**config.mk**
```make
export PLATFORM = sky130hd
export DESIGN_NAME = array_linked_list_engine
export DESIGN_NICKNAME = d
export VERILOG_FILES = /design/src/alle_pkg.sv /design/src/alle_datapath.sv /design/src/alle_ctrl.sv /design/src/array_linked_list_engine.sv
export SDC_FILE = /design/constraint.sdc
export NUM_CORES = 1
export LEC_CHECK = 0
export BUFFER_PORTS_ARGS = -buffer_cell sky130_fd_sc_hd__buf_4
export CORE_ASPECT_RATIO = 1.75
export CORE_MARGIN = 10
export CORE_UTILIZATION = 25
export CTS_BUF_LIST = sky130_fd_sc_hd__clkbuf_8
export DETAILED_ROUTE_END_ITERATION = 8
export SLEW_MARGIN = 25
export SYNTH_ARGS = -nofsm -noshare
export SYNTH_HDL_FRONTEND = slang
export SYNTH_HIERARCHICAL = 1
export SYNTH_SLANG_ARGS = --single-unit
```
**constraint.sdc**
```tcl
create_clock -name clk -period 10.55 [get_ports clk]
set_clock_uncertainty 0.1 [all_clocks]
set_input_delay 0.5275 -clock clk [delete_from_list [all_inputs] [get_ports clk]]
set_output_delay 0.5275 -clock clk [all_outputs]
set_load 0.02 [all_outputs]
```
**src/alle_pkg.sv**
```systemverilog
package alle_pkg;

    typedef enum logic [2:0] {
        ACT_INS_HEAD   = 3'd0,
        ACT_INS_TAIL   = 3'd1,
        ACT_INS_SORTED = 3'd2,
        ACT_DELETE     = 3'd3,
        ACT_CHANGE     = 3'd4,
        ACT_EXTRACT    = 3'd5
    } action_t;

    // controller -> datapath
    typedef struct packed {
        logic load;      // latch request, start walk at head
        logic rd;        // read node at cursor (values and links)
        logic advance;   // prev <= cur, cur <= link
        logic restart;   // cursor back to head, steps cleared
        logic track_max; // update running maximum from current value
        logic key_max;   // replace key with running maximum
        logic do_ins;    // perform insert linking
        logic do_del;    // unlink current node
        logic do_chg;    // rewrite current value
        logic respond;   // drive result
        logic ok;
    } alle_cmd_t;

    // datapath -> controller
    typedef struct packed {
        logic cur_null;
        logic steps_done;
        logic val_eq;
        logic key_gt;
        logic free_empty;
        logic found_max;
    } alle_sts_t;

endpackage

```
**src/alle_datapath.sv**
```systemverilog
module alle_datapath #(
    parameter int NODES = 16,
    parameter int LW    = 5
) (
    input  logic                clk,
    input  logic                rst_n,
    input  alle_pkg::action_t   action,
    input  logic signed [31:0]  key_value,
    input  logic signed [31:0]  replacement,
    input  alle_pkg::alle_cmd_t cmd,
    output alle_pkg::alle_sts_t sts,
    output logic                ok,
    output logic signed [31:0]  max_value,
    output logic [LW-1:0]       node_count,
    output logic                is_full,
    output logic                is_empty,
    output logic                init_done
);
    import alle_pkg::*;

    localparam int IW = (NODES > 1) ? $clog2(NODES) : 1;
    localparam logic [LW-1:0] LNULL = LW'(NODES);

    logic signed [31:0] vmem [NODES];
    logic [LW-1:0]      lmem [NODES];

    logic [LW-1:0] head_reg, free_reg, count_reg;
    logic [LW-1:0] cur_reg, prev_reg, steps_reg;
    logic signed [31:0] key_reg, repl_reg, maxv_reg, rval_reg;
    logic [LW-1:0] rlink_reg;
    logic found_reg;
    logic [LW-1:0] init_reg;
    action_t act_reg;
    logic ok_reg;
    logic signed [31:0] mout_reg;

    // fix cycle needs the slot taken by the insert
    logic [LW-1:0] slot_reg;

    logic [IW-1:0] cur_idx, prev_idx, free_idx;
    assign cur_idx  = cur_reg[IW-1:0];
    assign prev_idx = prev_reg[IW-1:0];
    assign free_idx = free_reg[IW-1:0];

    logic cur_null;
    assign cur_null = (cur_reg >= LNULL);
    assign init_done = (init_reg == LNULL);

    assign sts.cur_null   = cur_null;
    assign sts.steps_done = (steps_reg >= LNULL);
    assign sts.val_eq     = (rval_reg == key_reg);
    assign sts.key_gt     = (key_reg > rval_reg);
    assign sts.free_empty = (free_reg >= LNULL);
    assign sts.found_max  = found_reg;

    // link memory: init sweep after reset, then one write per cycle
    logic          lw_en;
    logic [IW-1:0] lw_addr;
    logic [LW-1:0] lw_data;
    always_comb
    begin
        lw_en   = 1'b0;
        lw_addr = '0;
        lw_data = '0;
        if (!init_done)
        begin
            lw_en   = 1'b1;
            lw_addr = init_reg[IW-1:0];
            lw_data = (init_reg == LNULL - LW'(1)) ? LNULL : init_reg + LW'(1);
        end
        else if (cmd.do_ins)
        begin
            lw_en = 1'b1;
            if (act_reg == ACT_INS_TAIL)
            begin
                if (prev_reg >= LNULL)
                begin
                    lw_addr = free_idx;
                    lw_data = LNULL;
                end
                else
                begin
                    lw_addr = prev_idx;
                    lw_data = free_reg;
                end
            end
            else if (act_reg == ACT_INS_SORTED && prev_reg < LNULL)
            begin
                lw_addr = prev_idx;
                lw_data = free_reg;
            end
            else
            begin
                lw_addr = free_idx;
                lw_data = (act_reg == ACT_INS_HEAD) ? head_reg : cur_reg;
            end
        end
        else if (cmd.do_del && prev_reg < LNULL)
        begin
            lw_en   = 1'b1;
            lw_addr = prev_idx;
            lw_data = rlink_reg;
        end
        else if (cmd.do_del)
        begin
            lw_en   = 1'b1;
            lw_addr = cur_idx;
            lw_data = free_reg;
        end
    end

    // second link write of a non-head tail or sorted insert, or of a non-head
    // delete, is issued by the follow-up "fix" cycle through the same port
    logic fix_reg;

    always_ff @(posedge clk)
    begin
        if (lw_en)
            lmem[lw_addr] <= lw_data;
        else if (fix_reg)
        begin
            if (act_reg == ACT_INS_TAIL)
                lmem[slot_reg[IW-1:0]] <= LNULL;
            else if (act_reg == ACT_INS_SORTED)
                lmem[slot_reg[IW-1:0]] <= cur_reg;
            else
                lmem[cur_idx] <= free_reg;
        end
        if (cmd.do_ins)
            vmem[free_idx] <= key_reg;
        else if (cmd.do_chg)
            vmem[cur_idx] <= repl_reg;
        if (cmd.rd)
        begin
            rval_reg  <= vmem[cur_idx];
            rlink_reg <= lmem[cur_idx];
        end
    end

    logic fix_next;
    always_comb
    begin
        fix_next = 1'b0;
        if (cmd.do_ins && act_reg == ACT_INS_TAIL && prev_reg < LNULL)
            fix_next = 1'b1;
        if (cmd.do_ins && act_reg == ACT_INS_SORTED && prev_reg < LNULL)
            fix_next = 1'b1;
        if (cmd.do_del && prev_reg < LNULL)
            fix_next = 1'b1;
    end

    always_ff @(posedge clk or negedge rst_n)
    begin
        if (!rst_n)
        begin
            init_reg  <= '0;
            head_reg  <= LNULL;
            free_reg  <= '0;
            count_reg <= '0;
            fix_reg   <= 1'b0;
            ok_reg    <= 1'b0;
        end
        else
        begin
            fix_reg <= fix_next;
            if (!init_done)
                init_reg <= init_reg + LW'(1);
            if (cmd.do_ins)
            begin
                count_reg <= count_reg + LW'(1);
                free_reg  <= lmem[free_idx];
                if (act_reg == ACT_INS_HEAD ||
                    (act_reg != ACT_INS_HEAD && prev_reg >= LNULL))
                    head_reg <= free_reg;
            end
            if (cmd.do_del)
            begin
                count_reg <= count_reg - LW'(1);
                if (prev_reg >= LNULL)
                begin
                    head_reg <= rlink_reg;
                    free_reg <= cur_reg;
                end
            end
            if (fix_reg && act_reg != ACT_INS_TAIL && act_reg != ACT_INS_SORTED)
                free_reg <= cur_reg;
            if (cmd.respond)
                ok_reg <= cmd.ok;
        end
    end

    always_ff @(posedge clk)
    begin
        if (cmd.load)
        begin
            act_reg   <= action;
            key_reg   <= key_value;
            repl_reg  <= replacement;
            maxv_reg  <= -32'sd1;
            found_reg <= 1'b0;
        end
        if (cmd.load || cmd.restart)
        begin
            cur_reg   <= head_reg;
            prev_reg  <= LNULL;
            steps_reg <= '0;
        end
        else if (cmd.advance)
        begin
            prev_reg  <= cur_reg;
            cur_reg   <= rlink_reg;
            steps_reg <= steps_reg + LW'(1);
        end
        if (cmd.track_max && rval_reg > maxv_reg)
        begin
            maxv_reg  <= rval_reg;
            found_reg <= 1'b1;
        end
        if (cmd.key_max)
            key_reg <= maxv_reg;
        if (cmd.do_ins)
            slot_reg <= free_reg;
        if (cmd.respond)
            mout_reg <= (act_reg == ACT_EXTRACT) ? maxv_reg : 32'sd0;
    end

    assign ok         = ok_reg;
    assign max_value  = mout_reg;
    assign node_count = count_reg;
    assign is_full    = (free_reg >= LNULL);
    assign is_empty   = (head_reg >= LNULL);

endmodule

```
**src/alle_ctrl.sv**
```systemverilog
module alle_ctrl (
    input  logic                clk,
    input  logic                rst_n,
    input  logic                start,
    input  alle_pkg::action_t   action,
    input  alle_pkg::alle_sts_t sts,
    input  logic                init_done,
    output alle_pkg::alle_cmd_t cmd,
    output logic                busy,
    output logic                done
);
    import alle_pkg::*;

    typedef enum logic [8:0] {
        S_IDLE  = 9'b000000001,
        S_RD    = 9'b000000010,
        S_EVAL  = 9'b000000100,
        S_FIX   = 9'b000001000,
        S_RESP  = 9'b000010000,
        S_MRD   = 9'b000100000,
        S_MEVAL = 9'b001000000,
        S_MSET  = 9'b010000000,
        S_OUT   = 9'b100000000
    } state_t;

    state_t state_reg, state_next;
    action_t act_reg;
    logic ok_reg, ok_next;

    always_comb
    begin
        state_next = state_reg;
        ok_next    = ok_reg;
        cmd        = '0;
        case (state_reg)
            S_IDLE:
            begin
                if (start && init_done)
                begin
                    cmd.load = 1'b1;
                    ok_next  = 1'b0;
                    if (action == ACT_EXTRACT)
                        state_next = S_MRD;
                    else if (action == ACT_INS_HEAD)
                        state_next = S_EVAL;
                    else if (action > ACT_EXTRACT)
                        state_next = S_RESP;
                    else
                        state_next = S_RD;
                end
            end
            S_RD:
            begin
                cmd.rd     = !sts.cur_null;
                state_next = S_EVAL;
            end
            S_EVAL:
            begin
                state_next = S_RESP;
                case (act_reg)
                    ACT_INS_HEAD:
                        if (!sts.free_empty)
                        begin
                            cmd.do_ins = 1'b1;
                            ok_next    = 1'b1;
                        end
                    ACT_INS_TAIL:
                        if (sts.free_empty)
                            ;
                        else if (sts.cur_null || sts.steps_done)
                        begin
                            cmd.do_ins = 1'b1;
                            ok_next    = 1'b1;
                            state_next = S_FIX;
                        end
                        else
                        begin
                            cmd.advance = 1'b1;
                            state_next  = S_RD;
                        end
                    ACT_INS_SORTED:
                        if (sts.free_empty)
                            ;
                        else if (!sts.cur_null && !sts.steps_done && sts.key_gt)
                        begin
                            cmd.advance = 1'b1;
                            state_next  = S_RD;
                        end
                        else if (!sts.cur_null && sts.val_eq)
                            ;
                        else
                        begin
                            cmd.do_ins = 1'b1;
                            ok_next    = 1'b1;
                            state_next = S_FIX;
                        end
                    ACT_DELETE, ACT_CHANGE, ACT_EXTRACT:
                        if (sts.cur_null || sts.steps_done)
                            ;
                        else if (sts.val_eq)
                        begin
                            ok_next = 1'b1;
                            if (act_reg == ACT_CHANGE)
                                cmd.do_chg = 1'b1;
                            else
                            begin
                                cmd.do_del = 1'b1;
                                state_next = S_FIX;
                            end
                        end
                        else
                        begin
                            cmd.advance = 1'b1;
                            state_next  = S_RD;
                        end
                    default: ;
                endcase
            end
            S_FIX:
                state_next = S_RESP;
            S_MRD:
            begin
                cmd.rd     = !sts.cur_null;
                state_next = S_MEVAL;
            end
            S_MEVAL:
            begin
                if (sts.cur_null || sts.steps_done)
                    state_next = S_MSET;
                else
                begin
                    cmd.track_max = 1'b1;
                    cmd.advance   = 1'b1;
                    state_next    = S_MRD;
                end
            end
            S_MSET:
            begin
                if (sts.found_max)
                begin
                    cmd.key_max = 1'b1;
                    cmd.restart = 1'b1;
                    state_next  = S_RD;
                end
                else
                    state_next = S_RESP;
            end
            S_RESP:
            begin
                cmd.respond = 1'b1;
                cmd.ok      = ok_reg;
                state_next  = S_OUT;
            end
            S_OUT:
                state_next = S_IDLE;
            default:
                state_next = S_IDLE;
        endcase
    end

    always_ff @(posedge clk or negedge rst_n)
    begin
        if (!rst_n)
        begin
            state_reg <= S_IDLE;
            ok_reg    <= 1'b0;
            act_reg   <= ACT_INS_HEAD;
        end
        else
        begin
            state_reg <= state_next;
            ok_reg    <= ok_next;
            if (cmd.load)
                act_reg <= action;
        end
    end

    assign busy = (state_reg != S_IDLE) || !init_done;
    assign done = (state_reg == S_OUT);

    a_one_cmd: assert property (@(posedge clk) disable iff (!rst_n)
        !(cmd.do_ins && cmd.do_del)) else $error("insert and delete together");
    a_done_after_resp: assert property (@(posedge clk) disable iff (!rst_n)
        done |-> $past(state_reg == S_RESP)) else $error("done without respond");
    a_no_load_busy: assert property (@(posedge clk) disable iff (!rst_n)
        cmd.load |-> state_reg == S_IDLE) else $error("load while busy");

endmodule

```
**src/array_linked_list_engine.sv**
```systemverilog
// channel  | signals                                | handshake
// request  | action, key_value, replacement         | start high while busy low
// result   | ok, max_value, node_count, is_full,    | done, one cycle, no stall
//          | is_empty                               |
// After reset a sweep over all NODE_COUNT nodes builds the free chain; busy is high.
// After acceptance a walk reads and then compares each node in turn before
// done rises; head insert skips the walk and unused codes go straight to result.
// Extract max walks twice if a maximum is found: to find it, then to unlink it.
// Results cannot be stalled; done pulses once per accepted request.
module array_linked_list_engine #(
    parameter int NODE_COUNT = 16
) (
    input  logic                      clk,
    input  logic                      rst_n,
    input  logic                      start,
    output logic                      busy,
    input  logic [2:0]                action,
    input  logic signed [31:0]        key_value,
    input  logic signed [31:0]        replacement,
    output logic                      done,
    output logic                      ok,
    output logic signed [31:0]        max_value,
    output logic [$clog2(NODE_COUNT+1)-1:0] node_count,
    output logic                      is_full,
    output logic                      is_empty
);
    import alle_pkg::*;

    localparam int LW = $clog2(NODE_COUNT + 1);

    alle_cmd_t cmd;
    alle_sts_t sts;
    logic      init_done;
    action_t   act;

    assign act = action_t'(action);

    alle_ctrl u_ctrl (
        .clk       (clk),
        .rst_n     (rst_n),
        .start     (start),
        .action    (act),
        .sts       (sts),
        .init_done (init_done),
        .cmd       (cmd),
        .busy      (busy),
        .done      (done)
    );

    alle_datapath #(.NODES(NODE_COUNT), .LW(LW)) u_dp (
        .clk         (clk),
        .rst_n       (rst_n),
        .action      (act),
        .key_value   (key_value),
        .replacement (replacement),
        .cmd         (cmd),
        .sts         (sts),
        .ok          (ok),
        .max_value   (max_value),
        .node_count  (node_count),
        .is_full     (is_full),
        .is_empty    (is_empty),
        .init_done   (init_done)
    );

endmodule
```
After elaboration in Yosys (flattened, before gate mapping)
Memory sizes are Yosys's and may differ from the RTL's. A register that Yosys moved wholly into a read port is not among the register bits.
Index checks and enable logic that the tools add are counted.

operators by class
  multiply operators = 0
  reductions and logical operators = 36
  magnitude comparators = 9
  divide/modulo/power cells = 0
  equal/unequal tests = 34
  shift operators = 0
  multiplexer cells = 125
  bitwise logic cells = 1
  add/sub/neg operators = 4

operators by type and width
  operator             number
  $mux 32              5
  $mux 5               29
  $pmux 9 s8           1
  $gt 32x32->1         2
  $mux 9               7
  $mux 1               60
  $mux 4               11
  $eq 32x32->1         1
  $reduce_or 32->1     1
  $pmux 9 s3           1
  $ge 5x5->1 const B   5
  $ne 3x3->1 const B   6
  $add 5x1->5 const B  3
  $logic_and 1x1->1    14
  $eq 3x3->1 const B   4
  $reduce_and 11->1    1
  $reduce_bool 2->1    5
  $reduce_or 5->1      2
  $eq 3x2->1 const B   3
  $eq 9x1->1 const B   1
  $eq 9x2->1 const B   1
  $eq 9x3->1 const B   1
  $eq 9x4->1 const B   1
  $eq 9x5->1 const B   1
  28 further kinds     43

word-level totals
  input port bits = 70
  memory bits (writable) = 592
  ROM bits = 0
  output and inout bits = 42
  word-level logic and storage cells = 230
  memories kept = 2
  bits in latches = 0
  register bits after elaboration = 186

memories
  memory     depth  width  read ports  clocked after memory_dff  write ports  RTL line             source
  u_dp.vmem  16     32     1           1                         1            alle_datapath.sv:24  logic signed [31:0] vmem [NODES];
  u_dp.lmem  16     5      2           1                         1            alle_datapath.sv:25  logic [LW-1:0] lmem [NODES];

Logic depth before layout (Yosys ltp)
Gate-level depths: netlist of run 1.

  depth in word-level cells = 18
  mapped depth = 19
  mapped depth without buffers = 18

Modules after synthesis
Netlist of run 1, hierarchy kept.

by module, submodules not included
  module         area each (um^2)  sequential area each (um^2)  instances  cells each
  alle_datapath  33578.5           23864.1                      1          1838
  alle_ctrl      1052.3            326.6                        1          121

Worst setup path after synthesis of run 1
OpenSTA, ideal clock, no wires.

  path kind = register -> register
  start point = register u_dp.key_reg[31]
  end point = memory u_dp.vmem[13][0], enable pin
  setup time = 421 ps
  clock period less this slack = 6133 ps
  slack = 4417 ps
  arrival time = 5612 ps
  stages on the path, launching flop included = 16
  path buffers = 3
  data required time = 10029 ps
  path through = edfxtp_1 -> ha_1 -> nand4_1 -> or2_2 -> nor3_1 -> and3_1 -> a221oi_1 -> nand2b_1 -> o221ai_1 -> o21ai_0 -> nor4b_1 -> clkbuf_1 -> buf_1 -> buf_1 -> a31oi_1 -> nor2_1

RTL lines
  element                 RTL line              source
  start, declared         alle_datapath.sv:29   logic signed [31:0] key_reg, repl_reg, maxv_reg, rval_reg;
  start signal, assigned  alle_datapath.sv:197  key_reg <= key_value;
  start signal, assigned  alle_datapath.sv:220  key_reg <= maxv_reg;
  end, declared           alle_datapath.sv:24

==> impl_metrics.py, run 1 <==
metrics = {
    "outcome": {
        "status": "completed",
    },
    "clock_network": {
        "cts_made_buffers": 120,
        "cts.clk_slew.worst_paths_ps": 70,
        "hold_buffers": 68,
        "cts_root_buffer": "clkbuf_8",
        "ctsHtreeMaxLevel": 3,
        "post_cts_buffers": 0,
        "cts.sinks": 815,
        "clk_path_buf_depth": 3,
        "cts_tree": "done",
        "clk_latency_ps": 820,
        "cts-resized-gates": 0,
    },
    "timing": {
        "period_minus_slack_ps": 6570,
        "setup_ws_ps": 3980,
        "slew_viol_final": 0,
        "setup_viol_count_final": 0,
        "timing.final.crit_share_pct": 62.3,
        "max_freq_mhz": 152,
        "timing.slew.headroom_pct": 29.0,
        "rsz0062_at_grt": "false",
        "tightest_slew_ps": 1060,
        "tns_ps": 0,
        "finalHoldViolations": 0,
    },
    "global_routing": {
        "grt_overflow": 0,
        "grt_pass1_wl_mm": 133,
        "antenna_found_initial": 4,
        "grt_use_total_pct": 11.5,
        "grt_pass1_vias": 19900,
        "grt_max_degree": 83,
    },
    "finish": {
        "top_regs": "u_dp/vmem x512, u_dp/lmem x80",
        "final_nets": 2331,
        "fin_area_sq_um": 40800,
        "drive_above_1_share_pct": 26.6,
        "largest_reg_flops": 512,
        "top_register": "u_dp/vmem",
        "area.growth.synth_to_final_pct": 17.7,
    },
    "place": {
        "gp_congestion": 0.791,
        "hpwl_mm": 58.6,
        "port_buffers": 111,
        "placed_area_sq_um": 37800,
        "dp_slack_ps": 4050,
    },
    "floorplan": {
        "die-width_microns": 301,
        "rows": 180,
        "pin_count": 112,
        "die_h_microns": 512,
        "coreArea_sq_um": 138000,
        "start_util_pct": 25.2,
        "die-area_sq_um": 154000,
    },
    "worst_setup_path": {
        "path_max_fanout": 38,
        "path_common_cell": "buf_4",
        "critPathLaunchType": "flip-flop",
        "setup.worst_path.class": "reg -> reg",
        "cpMaxStageDelayCell": "nand2b_2",
        "crit_path_end_kind": "flip-flop",
        "path_cells": "inv_1 -> ha_1 -> nand4_1 -> or2_2 -> nor3_1 -> and3_1 -> a221oi_1 -> nand2b_1 -> o221ai_1 -> o21ai_0 -> nor4b_2 -> buf_4 -> nand2b_2 -> a31oi_1 -> nor2_4 -> buf_4",
        "critPathArrivalTime_ps": 6900,
        "crit_required_ps": 10880,
        "max_stage_delay_ps": 880,
    },
    "route": {
        "vias": 18900,
        "postRouteAntennaNets": 0,
        "drc": 0,
        "drt-initial-drc-count": 1457,
        "drt-total-wl_mm": 90.6,
        "dr.pass1.iters": 5,
        "wl_per_cell_microns": 22.0,
        "vias_per_cell": 4.59,
    },
    "yosys": {
        "synth_mux_area_share_pct": 15.3,
        "synth_area_leaders": "edfxtp_1 67%, mux4_2 13%, ha_1 2.6%",
        "yosys-top-cells-count": "769 x edfxtp_1, 207 x mux4_2, 154 x nand2_1",
        "synth_xor_area_share_pct": 0.481,
        "synth-simple-area-share_pct": 5.38,
        "synth_seq_cells": 815,
        "syn_area_sq_um": 34600,
        "seq_area_frac_synth_pct": 69.9,
        "synth_edf_count": 769,
        "synth_cells": 1959,
        "synthesis.nets": 2102,
        "synth_compound_area_share_pct": 3.88,
        "synth_top_area_share_pct": 66.7,
        "synthAdderAreaFrac_pct": 2.66,
        "yosysTopAreaCell": "edfxtp_1",
        "synth_async_sr_flop_share_pct": 4.29,
        "synthFlopType": "edfxtp_1",
        "avgSynthCellArea_sq_um": 17.7,
        "synth_top_family_by_area": "multiplexers",
        "ys_types": 90,
        "ys_warn_count": 6,
        "synth_most_common_cell": "edfxtp_1",
    },
    "run": {
        "drv_cap": 0,
    },
    "power_and_ir_drop": {
        "p_leak_nw": 13.9,
        "vdd_drop_max_mv": 0.120,
        "cellPowerDensity_nw_per_um2": 208,
    },
    "worst_hold_path": {
        "hold_path.class": "in -> async",
    },
}
## layout make-up
class / instances / area [sq um]
Clock buffer: 123 / 1690
Fill cell: 13500 / 96800
Clock inverter: 101 / 602
Sequential cell: 815 / 24200
Inverter: 92 / 345
Antenna cell: 3 / 7.51
Tap cell: 1820 / 2280
Timing Repair Buffer: 222 / 1890
Multi-Input combinational cell: 937 / 9770
## per-layer routing
| metal | vias up | GRT usage [%] | part of all wire (%) |
|---|---|---|---|
| met5 | - | 0 | 0 |
| met4 | 0 | 4.06 | 2.7 |
| met3 | 141 | 2.41 | 5.8 |
| met2 | 606 | 19.2 | 49 |
| li1 | 8271 | - | - |
| met1 | 9869 | 14.5 | 42 |
## stage by stage
step / std cells / utilization, % / hold slack [ps] / power [mW]
2_1_floorplan: 1959 / - / 132 / 5.39
3_3_place_gp: 3815 / 27.4 / 365 / 6.07
3_5_place_dp: 3817 / 27.4 / 372 / 6.07
4_1_cts: 4109 / 29.6 / 41.0 / 8.59
5_1_grt: 4113 / 29.6 / 132 / 8.86
6_report: 4113 / 29.6 / 143 / 8.47
## report_power, final
part / internal (mW) / leakage, nW / total (mW) / switching, mW
clock: 1.22 / 1.33 / 2.47 / 1.26
sequential: 3.90 / 7.48 / 4.07 / 0.168
combinational: 0.795 / 5.10 / 1.93 / 1.14
total: 5.91 / 13.9 / 8.47 / 2.56
## worst paths after layout
kind                                                start                         endpoint  slack, ps  depth (start not counted)
setup reg to reg              u_dp/rval_reg[26]$_DFFE_PP_       u_dp/vmem[0][28]$_DFFE_PP_       3980                         16
setup / recovery              u_dp/rval_reg[26]$_DFFE_PP_       u_dp/vmem[0][28]$_DFFE_PP_       3980                         16
max in group asynchronous                           rst_n     u_dp/init_reg[3]$_DFFE_PN0P_       9790                          2
hold reg to reg            u_dp/node_count[4]$_DFFE_PN0P_   u_dp/node_count[4]$_DFFE_PN0P_        370                          1
hold / removal                                      rst_n  u_ctrl/state_reg[2]$_DFFE_PN0N_        140                          2
min in group clk                                    start  u_ctrl/state_reg[0]$_DFFE_PN1N_        150                          4
## placed cells by master, fill, tap and decap left out, drive strengths merged, types with 7 or more instances in the layout
master,count
a21o,20
mux2i,19
nor3b,8
xor2,8
clkbuf,123
ha,72
mux4,207
dfxtp,11
inv,137
nand2,154
nand3,14
nor2,71
edfxtp,769
nor3,46
mux2,38
o21ai,57
a21oi,48
dfrtp,33
clkinv,49
and3,7
nor2b,13
dlygate4sd3,68
buf,154
a31oi,11
nand2b,9
nand4,20
xnor2,8
## logic make-up (layout without fill, tap and decap cells)
family | count (synthesis) | after routing
flip-flops | 815 | 815
AND/OR/NAND/NOR | 379 | 379
adder cells (fa/ha/maj) | 73 | 73
AO/OA/AOI/OAI | 205 | 205
XOR/XNOR | 16 | 16
multiplexers | 264 | 264
buffers and inverters | 207 | 538
other | 0 | 3
## critical path: cells and delay by family, from the launching register on
kind / cells / cell delay [ps]
AO/OA/AOI/OAI: 4 / 900
adder cells (fa/ha/maj): 1 / 310
buffers and inverters: 3 / 930
flip-flops: 1 / 360
AND/OR/NAND/NOR: 8 / 3550
Note: power is estimated with default switching activity, not from simulation.
==> run 2, diff against run 1 <==
- clock period: 10.55 -> 5.5 ns (I/O delays scaled with it)
==> run 2 against run 1 <==
Compared with the run above: flip-flop and latch count unchanged; critical path type unchanged; largest cell class unchanged; count of clock-buffer cells in the layout rose by 1; clock power increased by 92%; power is 94% higher; final area is 2.3% higher; largest power group unchanged; sequential power rose by 91%; first-iteration DRC count is 7.8% higher; non-clock buffer count is 76 higher.
==> impl_metrics.py, run 2 (synthesized netlist as in run 1, its figures left out) <==
metrics = {
    "outcome": {
        "status": "completed",
    },
    "power_and_ir_drop": {
        "p_leak_nw": 14.3,
        "p_clk_share_pct": 29.0,
        "vdd_drop_max_mv": 0.279,
        "p_int_mw": 11.4,
        "switchingPower_mw": 4.98,
        "combPwrFrac_pct": 23.7,
        "cellPowerDensity_nw_per_um2": 394,
        "seq_power_share_pct": 47.4,
        "sw_frac_of_total_pct": 30.4,
    },
    "route": {
        "drt-initial-drc-count": 1571,
        "drc": 0,
        "dr.pass1.iters": 5,
        "wl_per_cell_microns": 22.7,
        "vias_per_cell": 4.63,
        "vias": 19400,
        "drt-total-wl_mm": 94.9,
        "postRouteAntennaNets": 0,
    },
    "floorplan": {
        "die_h_microns": 512,
        "coreArea_sq_um": 138000,
        "pin_count": 112,
        "start_util_pct": 25.2,
        "rows": 180,
        "die-width_microns": 301,
        "die-area_sq_um": 154000,
    },
    "finish": {
        "top_register": "u_dp/vmem",
        "largest_reg_flops": 512,
        "top_regs": "u_dp/vmem x512, u_dp/lmem x80",
        "area.growth.synth_to_final_pct": 20.5,
        "final_nets": 2407,
        "drive_above_1_share_pct": 27.9,
        "layout_common_cells": "769 x edfxtp_1, 207 x mux4_2, 176 x buf_4",
        "final_core_util_pct": 30.3,
        "mostFrequentLayoutCell": "edfxtp_1",
    },
    "global_routing": {
        "grt_overflow": 0,
        "grt_max_degree": 126,
        "antenna_found_initial": 3,
        "grt_use_total_pct": 12.1,
        "grt_pass1_vias": 20400,
        "grt_pass1_wl_mm": 139,
    },
    "clock_network": {
        "post_cts_buffers": 0,
        "cts.sinks": 815,
        "clk_path_buf_depth": 3,
        "cts_root_buffer": "clkbuf_8",
        "cts.clk_slew.worst_paths_ps": 60,
        "cts_tree": "done",
        "cts_made_buffers": 120,
        "clk_latency_ps": 830,
        "ctsHtreeMaxLevel": 3,
    },
    "place": {
        "port_buffers": 111,
        "gp_congestion": 0.834,
        "dp_slack_ps": 386,
        "hpwl_mm": 64.8,
    },
    "timing": {
        "max_freq_mhz": 196,
        "slew_viol_final": 0,
        "whs_ps": 91.8,
        "tightest_slew_ps": 1000,
        "finalHoldViolations": 0,
        "timing.slew.headroom_pct": 32.8,
        "tns_ps": 0,
        "rsz0062_at_grt": "false",
        "period_minus_slack_ps": 5090,
        "timing.final.crit_share_pct": 92.6,
        "setup_viol_count_final": 0,
        "setup_ws_ps": 409,
    },
    "worst_setup_path": {
        "crit_start": "u_dp/key_reg[1]$_DFFE_PP_",
        "path_cells": "ha_1 -> nor2b_1 -> o211ai_1 -> a21oi_1 -> o31a_1 -> o31ai_1 -> a221oi_1 -> nand2b_1 -> o221ai_1 -> o21ai_0 -> nor4b_4 -> buf_4 -> and2_1 -> o21ai_0 -> a311oi_1 -> a221o_1 -> nand2b_1 -> nor4_1 -> buf_4",
        "crit_path_end_kind": "flip-flop",
        "path_max_fanout": 15,
        "critPathLaunchType": "flip-flop",
        "crit_required_ps": 5890,
        "cpMaxStageDelayCell": "nor4b_4",
        "r2r-end": "u_dp/lmem[3][3]$_DFFE_PP_",
        "rr_worst_depth": 19,
        "max_stage_delay_ps": 430,
        "setup.worst_path.class": "reg -> reg",
        "rrSetupSlack_ps": 410,
        "critPathArrivalTime_ps": 5480,
        "timing.rr.start": "u_dp/key_reg[1]$_DFFE_PP_",
    },
    "run": {
        "drv_cap": 0,
    },
    "worst_hold_path": {
        "hold_path.class": "in -> reg",
        "whs_path_depth": 2,
        "hold_end": "u_dp/repl_reg[15]$_DFFE_PP_",
        "hp-start": "replacement[15]",
    },
}
## run 2: critical path: cells and delay by family, from the launching register on
family	cells	cell delay, ps
AND/OR/NAND/NOR	6	1410
buffers and inverters	2	500
adder cells (fa/ha/maj)	1	340
AO/OA/AOI/OAI	10	1990
flip-flops	1	410
## run 2: metrics by stage
step / std cells / cell area, sq um / power [mW]
floorplan: 1959 / 34700 / 10.3
global placement: 3866 / 38400 / 11.8
detailed placement: 3868 / 38500 / 11.8
CTS: 4182 / 41700 / 16.6
global route: 4184 / 41700 / 17.2
finish: 4184 / 41700 / 16.4
## run 2: area by class of cell
cell class / count / area, sq um
diodes: 2 / 5.00
clock buffers: 124 / 1710
clock inverters: 96 / 589
fillers: 13400 / 95900
inverters: 92 / 345
multi-input cells: 937 / 9770
flip-flops and latches: 815 / 24200
well taps: 1820 / 2280
repair buffers: 298 / 2840
## run 2: worst max path at each step
stage / end / slack [ps] / cells after the start
after floorplan: u_dp/vmem[3][0]$_DFFE_PP_ / 10 / 15
after detailed placement: u_dp/lmem[6][3]$_DFFE_PP_ / 390 / 18
after global routing: u_dp/lmem[3][3]$_DFFE_PP_ / 40 / 18
after global placement: u_dp/lmem[8][4]$_DFFE_PP_ / 450 / 18
after CTS: u_dp/lmem[6][1]$_DFFE_PP_ / 310 / 18
final: u_dp/lmem[3][3]$_DFFE_PP_ / 410 / 19
## run 2: layer usage
metal	part of all wire, %	up-vias	routed length [microns]	global-route usage [%]
met1	41	10100	38800	15.1
met2	50	705	47500	20.4
met3	6.1	142	5820	2.22
met5	0	-	0	0
met4	2.9	0	2780	4.54
li1	-	8433	-	-
## run 2: timing repair
action / 4_1_cts / 5_1_grt
endpoints found under the setup margin: 0 / 5
hold buffers: 94 / 0
gates resized for setup: 0 / 1
hold endpoints to repair: 110 / 0
## run 2: power groups by stage
| stage | Combinational [mW] | Sequential (mW) | Clock [mW] |
|---|---|---|---|
| detailed placement | 3.87 | 7.90 | 0 |
| global placement | 3.85 | 7.91 | 0 |
| finish | 3.89 | 7.78 | 4.75 |
| CTS | 3.95 | 7.78 | 4.91 |
| floorplan | 2.62 | 7.73 | 0 |
| global route | 4.17 | 7.81 | 5.18 |
